===== src/design/rwab_pkg.sv =====
// Shared constants, widths and types for the RSSI window averager.
`default_nettype none

package rwab_pkg;

  // Window depth and derived widths
  localparam int WINDOW   = 8;
  localparam int SAMPLE_W = 8;
  localparam int CNT_W    = $clog2(WINDOW + 1);
  localparam int SUM_W    = SAMPLE_W + $clog2(WINDOW);
  localparam int MC_W     = SAMPLE_W + CNT_W;
  localparam int D_W      = CNT_W + 10;
  localparam int DIFF_W   = ((SUM_W > MC_W) ? SUM_W : MC_W) + 1;
  localparam int N_W      = DIFF_W + 8;
  localparam int T_W      = D_W + 8;

  // Field widths of the ports
  localparam int THR_W      = 7;
  localparam int BAND_W     = 2;
  localparam int OUT_SUM_W  = 11;
  localparam int OUT_CNT_W  = 4;
  localparam int CFG_IDX_W  = 2;
  localparam int CFG_DATA_W = 8;

  // Register indexes
  localparam logic [CFG_IDX_W-1:0] REG_MIN_RSSI = 2'd0;
  localparam logic [CFG_IDX_W-1:0] REG_MAX_RSSI = 2'd1;
  localparam logic [CFG_IDX_W-1:0] REG_THR_LOW  = 2'd2;
  localparam logic [CFG_IDX_W-1:0] REG_THR_HIGH = 2'd3;

  // Register reset values
  localparam logic [SAMPLE_W-1:0] MIN_RSSI_RST = 8'd162;
  localparam logic [SAMPLE_W-1:0] MAX_RSSI_RST = 8'd218;
  localparam logic [THR_W-1:0]    THR_LOW_RST  = 7'd28;
  localparam logic [THR_W-1:0]    THR_HIGH_RST = 7'd40;

  // Percent scale
  localparam logic signed [7:0] PCT_SCALE = 8'sd100;

  // Band codes
  localparam logic [BAND_W-1:0] BAND_LOW  = 2'd0;
  localparam logic [BAND_W-1:0] BAND_MID  = 2'd1;
  localparam logic [BAND_W-1:0] BAND_HIGH = 2'd2;

  // Stage enables from the sequencer to the arithmetic
  typedef struct packed {
    logic mul_en;
    logic prod_en;
  } band_ctrl_t;

endpackage

`default_nettype wire


===== src/design/rwab_cell.sv =====
// One cell of the sample shift chain: holds a sample, passes it on when shifting.
`default_nettype none

module rwab_cell (
  input  wire                          clk_i,
  input  wire                          shift_en_i,
  input  wire [rwab_pkg::SAMPLE_W-1:0] d_i,
  output logic [rwab_pkg::SAMPLE_W-1:0] q_o
);
  import rwab_pkg::*;

  logic [SAMPLE_W-1:0] sample_q;

  // Payload only, read after it has been written
  always_ff @(posedge clk_i) begin
    if (shift_en_i) begin
      sample_q <= d_i;
    end
  end

  assign q_o = sample_q;

endmodule

`default_nettype wire


===== src/design/rwab_window.sv =====
// Sliding window: chain of sample cells with running sum and fill count.
`default_nettype none

module rwab_window (
  input  wire                          clk_i,
  input  wire                          rst_ni,
  input  wire                          shift_en_i,
  input  wire [rwab_pkg::SAMPLE_W-1:0] sample_i,
  output logic [rwab_pkg::SUM_W-1:0]   sum_o,
  output logic [rwab_pkg::CNT_W-1:0]   cnt_o
);
  import rwab_pkg::*;

  logic [SAMPLE_W-1:0] taps [0:WINDOW];
  logic [SUM_W-1:0]    sum_q, sum_d;
  logic [CNT_W-1:0]    cnt_q, cnt_d;
  logic                full;

  assign taps[0] = sample_i;

  // Newest sample enters at cell 0, oldest sits in the last cell
  for (genvar k = 0; k < WINDOW; k++) begin : g_cell
    rwab_cell u_cell (
      .clk_i      (clk_i),
      .shift_en_i (shift_en_i),
      .d_i        (taps[k]),
      .q_o        (taps[k+1])
    );
  end

  assign full = (cnt_q == CNT_W'(WINDOW));

  // Oldest sample drops out of the sum once the window is full
  always_comb begin
    sum_d = sum_q + SUM_W'(sample_i);
    cnt_d = cnt_q;
    if (full) begin
      sum_d = sum_q - SUM_W'(taps[WINDOW]) + SUM_W'(sample_i);
    end else begin
      cnt_d = cnt_q + CNT_W'(1);
    end
  end

  always_ff @(posedge clk_i or negedge rst_ni) begin
    if (!rst_ni) begin
      sum_q <= '0;
      cnt_q <= '0;
    end else if (shift_en_i) begin
      sum_q <= sum_d;
      cnt_q <= cnt_d;
    end
  end

  assign sum_o = sum_q;
  assign cnt_o = cnt_q;

endmodule

`default_nettype wire


===== src/design/rwab_band.sv =====
// Band decision: cross-multiplied threshold compare in two product stages.
`default_nettype none

module rwab_band (
  input  wire                          clk_i,
  input  wire rwab_pkg::band_ctrl_t    ctrl_i,
  input  wire [rwab_pkg::SAMPLE_W-1:0] min_rssi_i,
  input  wire [rwab_pkg::SAMPLE_W-1:0] max_rssi_i,
  input  wire [rwab_pkg::THR_W-1:0]    thr_low_i,
  input  wire [rwab_pkg::THR_W-1:0]    thr_high_i,
  input  wire [rwab_pkg::SUM_W-1:0]    sum_i,
  input  wire [rwab_pkg::CNT_W-1:0]    cnt_i,
  output logic [rwab_pkg::BAND_W-1:0]  band_o
);
  import rwab_pkg::*;

  logic        [MC_W-1:0]   mc_q;
  logic signed [D_W-1:0]    d_q;
  logic signed [8:0]        span;
  logic signed [DIFF_W-1:0] diff;
  logic signed [N_W-1:0]    n_q;
  logic signed [T_W-1:0]    tl_q, th_q;
  logic                     d_zero_q, d_neg_q;
  logic                     below, above;

  assign span = $signed({1'b0, max_rssi_i}) - $signed({1'b0, min_rssi_i});
  assign diff = $signed(DIFF_W'(sum_i)) - $signed(DIFF_W'(mc_q));

  // Stage 1: min * count and the scaled span D = count * (max - min)
  always_ff @(posedge clk_i) begin
    if (ctrl_i.mul_en) begin
      mc_q <= MC_W'(min_rssi_i) * MC_W'(cnt_i);
      d_q  <= D_W'($signed({1'b0, cnt_i})) * D_W'(span);
    end
  end

  // Stage 2: N = (sum - min*count) * 100 and each threshold times D
  always_ff @(posedge clk_i) begin
    if (ctrl_i.prod_en) begin
      n_q      <= N_W'(diff) * N_W'(PCT_SCALE);
      tl_q     <= T_W'($signed({1'b0, thr_low_i})) * T_W'(d_q);
      th_q     <= T_W'($signed({1'b0, thr_high_i})) * T_W'(d_q);
      d_zero_q <= (d_q == '0);
      d_neg_q  <= d_q[D_W-1];
    end
  end

  // Negative D reverses both compares
  always_comb begin
    if (d_neg_q) begin
      below = (n_q > tl_q);
      above = (n_q < th_q);
    end else begin
      below = (n_q < tl_q);
      above = (n_q > th_q);
    end
  end

  // Zero D (span or count zero): band follows the sign of N; otherwise low test wins
  always_comb begin
    if (d_zero_q) begin
      if (n_q < 0) begin
        band_o = BAND_LOW;
      end else if (n_q > 0) begin
        band_o = BAND_HIGH;
      end else begin
        band_o = BAND_MID;
      end
    end else if (below) begin
      band_o = BAND_LOW;
    end else if (above) begin
      band_o = BAND_HIGH;
    end else begin
      band_o = BAND_MID;
    end
  end

endmodule

`default_nettype wire


===== src/design/rssi_window_average_band_core.sv =====
// Top level of the RSSI window averager with threshold band output.
`default_nettype none

// Each accepted sample shifts into a chain of WINDOW cells, and the running
// sum and fill count update on the accept edge. The band is then found over
// two product stages (min*count and count*span, then the percent-scaled
// numerator against each threshold times the span) and is loaded into the
// output register from the done state once that register is free. A new
// sample is taken only after the accept, the two multiplier stages and the
// output load. The block works on one sample at a time; it
// takes the next sample while a finished result still waits at the output,
// and holds its last stage if the output register is still occupied when the
// next result completes.
// Configuration writes take effect at once and belong in idle periods.
module rssi_window_average_band_core (
  input  wire                            clk_i,
  input  wire                            rst_ni,
  input  wire                            in_valid_i,
  output logic                           in_ready_o,
  input  wire [rwab_pkg::SAMPLE_W-1:0]   sample_i,
  output logic                           out_valid_o,
  input  wire                            out_ready_i,
  output logic [rwab_pkg::BAND_W-1:0]    band_o,
  output logic [rwab_pkg::OUT_SUM_W-1:0] window_sum_o,
  output logic [rwab_pkg::OUT_CNT_W-1:0] sample_count_o,
  input  wire                            cfg_we_i,
  input  wire [rwab_pkg::CFG_IDX_W-1:0]  cfg_idx_i,
  input  wire [rwab_pkg::CFG_DATA_W-1:0] cfg_data_i
);
  import rwab_pkg::*;

  typedef enum logic [1:0] {
    ST_IDLE,
    ST_MUL,
    ST_PROD,
    ST_DONE
  } state_e;

  state_e              state_q;
  logic [SAMPLE_W-1:0] min_rssi_q, max_rssi_q;
  logic [THR_W-1:0]    thr_low_q, thr_high_q;
  logic [SUM_W-1:0]    sum;
  logic [CNT_W-1:0]    cnt;
  logic [BAND_W-1:0]   band;
  logic                in_fire;
  logic                out_free;
  band_ctrl_t          ctrl;

  // Configuration registers
  always_ff @(posedge clk_i or negedge rst_ni) begin
    if (!rst_ni) begin
      min_rssi_q <= MIN_RSSI_RST;
      max_rssi_q <= MAX_RSSI_RST;
      thr_low_q  <= THR_LOW_RST;
      thr_high_q <= THR_HIGH_RST;
    end else if (cfg_we_i) begin
      case (cfg_idx_i)
        REG_MIN_RSSI: min_rssi_q <= cfg_data_i;
        REG_MAX_RSSI: max_rssi_q <= cfg_data_i;
        REG_THR_LOW:  thr_low_q  <= cfg_data_i[THR_W-1:0];
        REG_THR_HIGH: thr_high_q <= cfg_data_i[THR_W-1:0];
        default: ;
      endcase
    end
  end

  assign in_ready_o = (state_q == ST_IDLE);
  assign in_fire    = in_valid_i && in_ready_o;
  assign out_free   = !out_valid_o || out_ready_i;

  assign ctrl.mul_en  = (state_q == ST_MUL);
  assign ctrl.prod_en = (state_q == ST_PROD);

  rwab_window u_window (
    .clk_i      (clk_i),
    .rst_ni     (rst_ni),
    .shift_en_i (in_fire),
    .sample_i   (sample_i),
    .sum_o      (sum),
    .cnt_o      (cnt)
  );

  rwab_band u_band (
    .clk_i      (clk_i),
    .ctrl_i     (ctrl),
    .min_rssi_i (min_rssi_q),
    .max_rssi_i (max_rssi_q),
    .thr_low_i  (thr_low_q),
    .thr_high_i (thr_high_q),
    .sum_i      (sum),
    .cnt_i      (cnt),
    .band_o     (band)
  );

  // Sequencer and output register
  always_ff @(posedge clk_i or negedge rst_ni) begin
    if (!rst_ni) begin
      state_q        <= ST_IDLE;
      out_valid_o    <= 1'b0;
      band_o         <= BAND_LOW;
      window_sum_o   <= '0;
      sample_count_o <= '0;
    end else begin
      // Load a finished result when free, else drop a result once taken
      if (state_q == ST_DONE && out_free) begin
        out_valid_o    <= 1'b1;
        band_o         <= band;
        window_sum_o   <= OUT_SUM_W'(sum);
        sample_count_o <= OUT_CNT_W'(cnt);
      end else if (out_ready_i) begin
        out_valid_o <= 1'b0;
      end
      case (state_q)
        ST_IDLE: begin
          if (in_fire) begin
            state_q <= ST_MUL;
          end
        end
        ST_MUL:  state_q <= ST_PROD;
        ST_PROD: state_q <= ST_DONE;
        ST_DONE: begin
          if (out_free) begin
            state_q <= ST_IDLE;
          end
        end
        default: state_q <= ST_IDLE;
      endcase
    end
  end

  // One sample in flight at a time
  assert property (@(posedge clk_i) disable iff (!rst_ni)
    in_fire |=> !in_ready_o)
    else $error("sample accepted while another is in flight");

  // Fill count never passes the window depth
  assert property (@(posedge clk_i) disable iff (!rst_ni)
    cnt <= CNT_W'(WINDOW))
    else $error("fill count beyond window depth");

  // A delivered result always carries a defined band code
  assert property (@(posedge clk_i) disable iff (!rst_ni)
    out_valid_o |-> (band_o == BAND_LOW || band_o == BAND_MID || band_o == BAND_HIGH))
    else $error("undefined band code at output");

  // Output loads only when the register is free
  assert property (@(posedge clk_i) disable iff (!rst_ni)
    (out_valid_o && !out_ready_i) |=> (state_q != ST_IDLE || $past(state_q) != ST_DONE))
    else $error("result overwritten before it was taken");

endmodule

`default_nettype wire

===== config.mk =====
export PLATFORM = sky130hd
export DESIGN_NAME = rssi_window_average_band_core
export DESIGN_NICKNAME = d
export VERILOG_FILES = /design/src/design/rwab_pkg.sv /design/src/design/rwab_cell.sv /design/src/design/rwab_window.sv /design/src/design/rwab_band.sv /design/src/design/rssi_window_average_band_core.sv
export SDC_FILE = /design/constraint.sdc
export NUM_CORES = 1
export LEC_CHECK = 0
export BUFFER_PORTS_ARGS = -buffer_cell sky130_fd_sc_hd__buf_2
export CORE_ASPECT_RATIO = 1.2
export CORE_UTILIZATION = 64
export DETAILED_ROUTE_END_ITERATION = 8
export PLACE_DENSITY = 0.81
export RECOVER_POWER = 100
export SLEW_MARGIN = 20
export SYNTH_ARGS = -nofsm -noshare
export SYNTH_HDL_FRONTEND = slang
export SYNTH_HIERARCHICAL = 1
export SYNTH_SLANG_ARGS = --single-unit

===== constraint.sdc =====
create_clock -name clk_i -period 6.65 [get_ports clk_i]
set_clock_uncertainty 0.15 [all_clocks]
set_input_delay 0.3325 -clock clk_i [delete_from_list [all_inputs] [get_ports clk_i]]
set_output_delay 0.3325 -clock clk_i [all_outputs]
set_load 0.03 [all_outputs]

==> results of run 1 <==
synthesized netlist by cell type, drive strengths merged, types with 3 or more instances:
cell	number	area share (%)
a21o	30	1.1
o2111ai	4	0.17
nor3b	3	0.16
ha	260	15
a41o	3	0.14
nand4	9	0.27
fa	203	19
nand2b	8	0.24
inv	431	7.6
xor2	26	1.1
o21a	15	0.54
a211oi	15	0.56
and2	183	5.4
nand3	24	0.57
mux2i	3	0.14
dfstp	13	1.6
o21bai	14	0.50
o22ai	4	0.12
nor2	51	0.92
dfrtp	52	6.1
o211ai	5	0.18
and3	4	0.12
and4	4	0.17
a211o	3	0.12
nor2b	20	0.63
or2	3	0.089
nand2	115	2.1
nor4	8	0.24
o31a	6	0.29
edfxtp	155	22
nand3b	3	0.12
or4	6	0.21
nor3	20	0.47
clkbuf	36	0.64
a21oi	79	1.9
o221ai	3	0.12
a31oi	15	0.47
xnor2	79	3.3
mux2	50	2.7
o21ai	48	1.2
area by class of cell:
| class | count | area, um2 |
|---|---|---|
| Antenna cell | 1 | 2.50 |
| Sequential cell | 220 | 6300 |
| Tap cell | 407 | 509 |
| Inverter | 431 | 1620 |
| Fill cell | 2358 | 9750 |
| Timing Repair Buffer | 64 | 363 |
| Clock inverter | 12 | 184 |
| Clock buffer | 30 | 632 |
| Multi-Input combinational cell | 1353 | 13100 |
worst max-delay path, delay by kind of cell, from the launching register on:
kind                       cells  cell delay, ns
adders and majority gates      5            2.41
AOI/OAI and AO/OA              6            1.72
DFF                            1            0.57
and+or+nand+nor                2            0.49
buffers and inverters          4            0.20
xor gates and xnor gates       1            0.07
worst max-delay path by stage:
stage | cells past startpoint | to | start
after floorplan | 16 | u_band/th_q[20] | thr_high_q[3]
after global placement | 18 | u_band/th_q[20] | u_band/d_q[3]
after detailed placement | 18 | u_band/th_q[20] | u_band/d_q[3]
after CTS | 18 | u_band/th_q[20] | u_band/d_q[3]
after global routing | 18 | u_band/th_q[19] | u_band/d_q[3]
final | 18 | u_band/th_q[19] | u_band/d_q[3]
state kept, by name, indices dropped and copies added (netlist names), 11 cells and up:
signal / flops
u_band/n_q: 19
u_window/g_cell.u_cell/q_o: 64
u_band/th_q: 22
u_band/d_q: 14
u_band/mc_q: 12
u_window/sum_o: 11
window_sum_o: 11
u_band/tl_q: 22
through the flow:
stage | util [%] | hold WS [ns] | setup WS [ns]
2_1_floorplan | - | -0.113 | 1.46
3_3_place_gp | 67.2 | 0.251 | 1.21
3_5_place_dp | 67.2 | 0.255 | 1.07
4_1_cts | 70.2 | 0.0908 | 1.05
5_1_grt | 69.9 | 0.155 | 0.477
6_report | 69.9 | 0.140 | 0.775
what timing repair did:
action	in CTS	in global routing
hold endpoints to repair	91	0
endpoints found under the setup margin	0	0
hold buffers	18	0
metal layers:
metal	wire length [um]	vias to the layer above	GRT usage, %	part of all wire [%]
met4	1800	4	12.6	4.0
met3	2130	114	3.68	4.8
met2	22600	392	47.9	50
li1	-	6765	-	-
met5	23	-	0	0.051
met1	18300	7178	34.3	41
cell families after synthesis:
logic type	count (synthesis)	share of synthesized area, %
buffers and inverters	469	8.34
multiplexers	53	2.80
adder cells (fa/ha/maj)	463	34.6
flip-flops	220	29.7
AO/OA/AOI/OAI	266	8.38
XOR/XNOR	105	4.34
AND/OR/NAND/NOR	466	11.8
==> results.yml, run 1 <==
detailed_routing:
  wl_per_cell_um: 17.8
  vias_per_cell: 5.74
  drcViolationCount: 0
  wirelength_mm: 44.8
  postRouteAntennaNets: 0
  dr.pass1.iters: 5
  drt_iter0_drc: 713
  vias: 14500
min_path:
  min_path_cells: 4
  hold_start: "in_valid_i"
  min_path_type: "primary input to flip-flop"
  hold_end: "state_q[0]"
placed_design:
  hpwl_mm: 33.8
  post_dp_cell_area_um2: 21800
  dpl.cell_count: 2457
  place.gp.congestion: 0.880
  port_buffers: 41
synthesis:
  syn_avg_cell_area_um2: 10.4
  synth_edf_count: 155
  syn_nets: 2528
  synth_cell_types: 76
  ys_seq_area_share_pct: 29.7
  synth-seq-cells: 220
  async_reset_ff_share_pct: 29.5
  synthesis.instances: 2042
  ys.flop_type: "edfxtp_1"
  netlist_area_um2: 21200
  yosys_warnings: 6
grt:
  overflow: 0
  grt_pass1_vias: 15400
  grt_max_degree: 75
  grt_util_all_layers_pct: 27.6
  grt_first_pass_wirelength_mm: 74.0
  antenna_found_initial: 3
worst_setup_path:
  cp_slowest_stage_delay_ns: 0.83
  start_kind: "flip-flop"
  crit_slowest_cell: "o41ai_1"
  worstSetupPathType: "flip-flop to flip-flop"
  worstPathArrival_ns: 6.01
  r2r_start: "u_band/d_q[3]"
  endpoint_kind: "flip-flop"
  worstPathCellList: "and2_0 > fa_1 > inv_1 > fa_1 > inv_1 > fa_1 > inv_1 > fa_1 > inv_1 > ha_1 > a21o_1 > a21oi_1 > o21ai_0 > and4_1 > o41ai_1 > o2111ai_1 > a21oi_1 > xnor2_1"
  reg2reg_depth: 18
  reg2reg_to: "u_band/th_q[19]"
  worstPathRequired_ns: 6.79
  r2r_slack_ns: 0.77
  critPathMaxFanout: 15
clock_network:
  clock_sinks: 220
  cts_buffer_depth: 3
  root_buffer: "clkbuf_16"
  cts_max_level: 1
  cts.repair.resized: 0
  post-cts-setup-buffers: 0
  cts_buffers: 23
  cts_tree: "done"
  clk_latency_ns: 0.55
  clk_pin_slew_ns: 0.06
timing:
  drv_slew: 159
  fin_crit_sh_pct: 88.3
  relSlewSlack_pct: -140
  tns_ns: 0
  period_needed_ns: 5.88
  fmax_mhz: 170
  rsz0062_at_grt: "false"
  finalSetupViolCount: 0
  worstMarginPinSlew_ns: 3.60
  hold_violations: 0
floorplan:
  floorplan.rows: 72
  initial_core_util_pct: 65.3
  die_w_um: 168
  core_um2: 32400
  die-area_um2: 33800
  boundaryPins: 42
  fp.dieH_um: 201
job:
  cap_violations: 3
cells_and_area:
  drive_above_1_share_pct: 5.12
  nets: 2579
  mostFrequentLayoutCells: "431 x inv_1, 260 x ha_1, 203 x fa_1"
  fin_cells: 2518
  design_area_um2: 22700
  area_growth_pct: 7.11
  layout_commonest_cell: "inv_1"
run_status:
  run_status: "finished, violations left"
  violations: "capacitance limit, slew limit"
Power of run 1 is left out: the tool's default activity adds up to more than one toggle a clock period on the data nets, which glitch-free logic cannot reach.
==> run 2: changes to the inputs <==
Settings changed: CORE_UTILIZATION 64 to 30, PLACE_DENSITY 0.81 to 0.44, SETUP_SLACK_MARGIN set to 0.05.
==> results.yml, run 2 (synthesis gave the netlist of run 1 again) <==
worst_setup_path:
  cp_slowest_stage_delay_ns: 0.81
  crit_slowest_cell: "o41ai_1"
  crit_family: "adder cells"
  r2r_start: "u_band/d_q[3]"
  worstSetupPathType: "flip-flop to flip-flop"
  start_kind: "flip-flop"
  worstPathCellList: "and2_0 > fa_1 > inv_1 > fa_1 > inv_1 > fa_1 > inv_1 > fa_1 > inv_1 > ha_1 > a21o_1 > a21oi_1 > o21ai_0 > and4_1 > o41ai_1 > o2111ai_1 > a21oi_1 > xnor2_1"
  crit_start: "u_band/d_q[3]"
  cp_num_buf_inv: 4
  critPathMaxFanout: 15
  worstPathRequired_ns: 6.81
  worstPathArrival_ns: 6.00
  endpoint_kind: "flip-flop"
timing:
  worstMarginPinSlew_ns: 3.92
  relSlewSlack_pct: -162
  period_needed_ns: 5.84
  tns_ns: 0
  fmax_mhz: 171
  finalSetupViolCount: 0
  rsz0062_at_grt: "false"
  hold_violations: 0
  drv_slew: 192
  fin_crit_sh_pct: 87.8
cells_and_area:
  layout_commonest_cell: "inv_1"
  area_growth_pct: 10.3
  nets: 2582
  diodes: 0
  drive_above_1_share_pct: 5.43
  mostFrequentLayoutCells: "431 x inv_1, 260 x ha_1, 203 x fa_1"
  num-fill-cells: 7286
  largest_register_ffs: 64
placed_design:
  place.gp.congestion: 0.797
  hpwl_mm: 38.5
  port_buffers: 41
detailed_routing:
  drt_iter0_drc: 542
  wirelength_mm: 48.2
  wl_per_cell_um: 15.9
  postRouteAntennaNets: 0
  vias: 13900
  vias_per_cell: 4.57
  drcViolationCount: 0
  dr.pass1.iters: 4
grt:
  grt_util_all_layers_pct: 13.7
  grt_max_degree: 66
  grt_pass1_vias: 14500
  grt_first_pass_wirelength_mm: 77.9
  antenna_found_initial: 0
  overflow: 0
clock_network:
  clk_pin_slew_ns: 0.06
  cts_max_level: 1
  clock_sinks: 220
  cts_buffers: 26
  root_buffer: "clkbuf_16"
  post-cts-setup-buffers: 0
  cts_tree: "done"
  cts_buffer_depth: 3
  clk_latency_ns: 0.57
run_status:
  violations: "capacitance limit, slew limit"
  run_status: "finished, violations left"
min_path:
  hold_start: "in_valid_i"
  min_path_type: "primary input to flip-flop"
job:
  cap_violations: 4
floorplan:
  fp.dieH_um: 293
  core_um2: 69800
  die-area_um2: 71700
  die_w_um: 245
  boundaryPins: 42
  floorplan.rows: 106
  initial_core_util_pct: 30.4
-- run 2: cell types whose count changed in the layout (fill, tap and decap cells not counted), moves of 2 or more --
cell       previous run  this run
and2_1              165       167
clkbuf_16            23        26
clkinv_1              1         4
mux2_1                3         0
mux2_2               47        50
and2_0               18        16
clkbuf_1             44        42
clkbuf_8              3         1
bufinv_16             4         2
clkinv_4              1         3
-- run 2: stage by stage --
| step | hold slack [ns] | setup slack [ns] | utilization (%) | area [um2] | std cells |
|---|---|---|---|---|---|
| finish | 0.0725 | 0.811 | 33.5 | 23400 | 3034 |
| detailed placement | 0.255 | 1.03 | 32.1 | 22400 | 2968 |
| global route | 0.0656 | 0.409 | 33.5 | 23400 | 3034 |
| global placement | 0.250 | 1.16 | 32.1 | 22400 | 2968 |
| CTS | 0.0461 | 1.03 | 33.7 | 23500 | 3034 |
| floorplan | -0.113 | 1.46 | - | 21200 | 2042 |
-- run 2: area by class of cell --
type / count / area, um2 / share of cell area (%)
Clock inverter: 19 / 195 / 0.835
Tap cell: 918 / 1150 / 4.92
Timing Repair Buffer: 64 / 365 / 1.56
Sequential cell: 220 / 6300 / 27.0
Multi-Input combinational cell: 1353 / 13100 / 55.9
Clock buffer: 29 / 672 / 2.88
Inverter: 431 / 1620 / 6.92
-- run 2: final timing paths --
check / end / slack (ns) / depth (start not counted)
setup / recovery: u_band/th_q[19] / 0.81 / 18
hold / removal: state_q[0] / 0.07 / 4
setup reg to reg: u_band/th_q[19] / 0.81 / 18
hold reg to reg: u_window/g_cell[4].u_cell/q_o[2] / 0.26 / 0
max in group asynchronous: thr_low_q[5] / 2.57 / 2
min in group asynchronous: window_sum_o[10] / 1.51 / 2
-- run 2: worst register-to-register path, cell delays in order (launching register included) --
cell and delay [ns]:
edfxtp_1 0.58, and2_0 0.25, fa_1 0.54, inv_1 0.05, fa_1 0.47, inv_1 0.06, fa_1 0.53, inv_1 0.05
fa_1 0.53, inv_1 0.04, ha_1 0.35, a21o_1 0.18, a21oi_1 0.12, o21ai_0 0.13, and4_1 0.25, o41ai_1 0.81
o2111ai_1 0.22, a21oi_1 0.21, xnor2_1 0.08
-- run 2: repair_timing --
item	CTS	global route
hold buffers	18	0
resized for setup	0	0
hold endpoints to repair	91	0
-- run 2: layer usage --
metal / share of wire [%] / GRT usage, % / wire, um / vias to the layer above
met2: 49 / 24.0 / 23800 / 154
met4: 2.7 / 4.12 / 1300 / 0
met1: 46 / 17.9 / 22100 / 6864
met3: 2.1 / 1.06 / 1030 / 51
met5: 0 / 0 / 0 / -
li1: - / - / - / 6784
Power of run 2 is left out for the same reason.
==> run 3: changes to the inputs <==
Settings changed: CTS_BUF_LIST set to sky130_fd_sc_hd__clkbuf_8.
==> results.yml, run 3 (synthesis gave the netlist of run 1 again) <==
detailed_routing:
  vias_per_cell: 4.55
  drcViolationCount: 0
  vias: 13900
  postRouteAntennaNets: 0
  wl_per_cell_um: 15.9
  wirelength_mm: 48.6
  drt_iter0_drc: 535
  dr.pass1.iters: 5
cells_and_area:
  area_growth_pct: 10.1
  largest_register_ffs: 64
  layout_commonest_cell: "inv_1"
  mostFrequentLayoutCells: "446 x inv_1, 260 x ha_1, 203 x fa_1"
  drive_above_1_share_pct: 5.84
  nets: 2595
grt:
  grt_util_all_layers_pct: 13.9
  antenna_found_initial: 1
  grt_first_pass_wirelength_mm: 78.6
  grt_pass1_vias: 14600
  overflow: 0
  grt_max_degree: 66
worst_setup_path:
  start_kind: "flip-flop"
  worstSetupPathType: "flip-flop to flip-flop"
  critPathMaxFanout: 15
  worstPathRequired_ns: 6.84
  worstPathArrival_ns: 6.01
  endpoint_kind: "flip-flop"
clock_network:
  post-cts-setup-buffers: 0
  clock_sinks: 220
  root_buffer: "clkbuf_8"
  cts_buffer_depth: 3
  cts_tree: "done"
  clk_pin_slew_ns: 0.06
  cts.repair.resized: 0
  cts_buffers: 39
  clk_latency_ns: 0.59
  cts_max_level: 2
floorplan:
  boundaryPins: 42
  initial_core_util_pct: 30.4
  core_um2: 69800
  die-area_um2: 71700
  fp.dieH_um: 293
  floorplan.rows: 106
  die_w_um: 245
timing:
  rsz0062_at_grt: "false"
  drv_slew: 249
  hold_violations: 0
  finalSetupViolCount: 0
  relSlewSlack_pct: -157
  worstMarginPinSlew_ns: 3.86
  fmax_mhz: 172
  period_needed_ns: 5.82
  tns_ns: 0
  fin_crit_sh_pct: 87.5
run_status:
  violations: "capacitance limit, slew limit"
  run_status: "finished, violations left"
job:
  cap_violations: 5
min_path:
  min_path_type: "primary input to flip-flop"
placed_design:
  hpwl_mm: 38.5
  place.gp.congestion: 0.797
  port_buffers: 41
==> run 3: what timing repair did <==
action,4_1_cts,5_1_grt
endpoints found under the setup margin,0,0
endpoints found under the hold margin,91,0
hold buffers,18,0
==> run 3: worst max-delay path, cell delays in order (launching register included) <==
cell       delay, ns
edfxtp_1        0.59
and2_0          0.26
fa_1            0.54
inv_1           0.05
fa_1            0.47
inv_1           0.06
fa_1            0.53
inv_1           0.05
fa_1            0.53
inv_1           0.04
ha_1            0.35
a21o_1          0.18
a21oi_1         0.12
o21ai_0         0.13
and4_1          0.25
o41ai_1         0.79
o2111ai_1       0.21
a21oi_1         0.21
xnor2_1         0.08
==> run 3: layer usage <==
layer	vias up	GRT usage (%)	share of wire (%)
met5	-	0	0
met4	0	4.68	2.9
met3	65	1.64	2.2
met2	152	24.1	49
met1	6881	17.8	46
li1	6811	-	-
==> run 3: path summary, 6_finish.rpt <==
path	slack (ns)	cells after the start	end	start
min in group asynchronous	1.45	2	u_window/sum_o[4]	rst_ni
worst max-delay path	0.83	18	u_band/th_q[19]	u_band/d_q[3]
max in group asynchronous	2.65	2	max_rssi_q[5]	rst_ni
worst min register to register	0.26	0	u_window/g_cell[5].u_cell/q_o[6]	u_window/g_cell[4].u_cell/q_o[6]
worst max register to register	0.83	18	u_band/th_q[19]	u_band/d_q[3]
worst min-delay path	0.04	4	state_q[0]	in_valid_i
==> run 3: metrics by stage <==
stage	instance area, um2	setup WS, ns	utilization (%)	instances	hold WS, ns
finish	23300	0.831	33.4	3059	0.0448
global route	23300	0.373	33.4	3059	0.0264
CTS	23400	1.04	33.6	3058	0.000659
detailed placement	22400	1.03	32.1	2968	0.255
global placement	22400	1.16	32.1	2968	0.250
floorplan	21200	1.46	-	2042	-0.113
==> run 3: layout make-up <==
class	count	area, um2
flip-flops and latches	220	6300
diodes	1	2.50
fillers	7309	46500
well taps	918	1150
repair buffers	64	364
multi-input cells	1353	13100
inverters	431	1620
clock buffers	42	578
clock inverters	30	221
Power of run 3 is left out for the same reason.
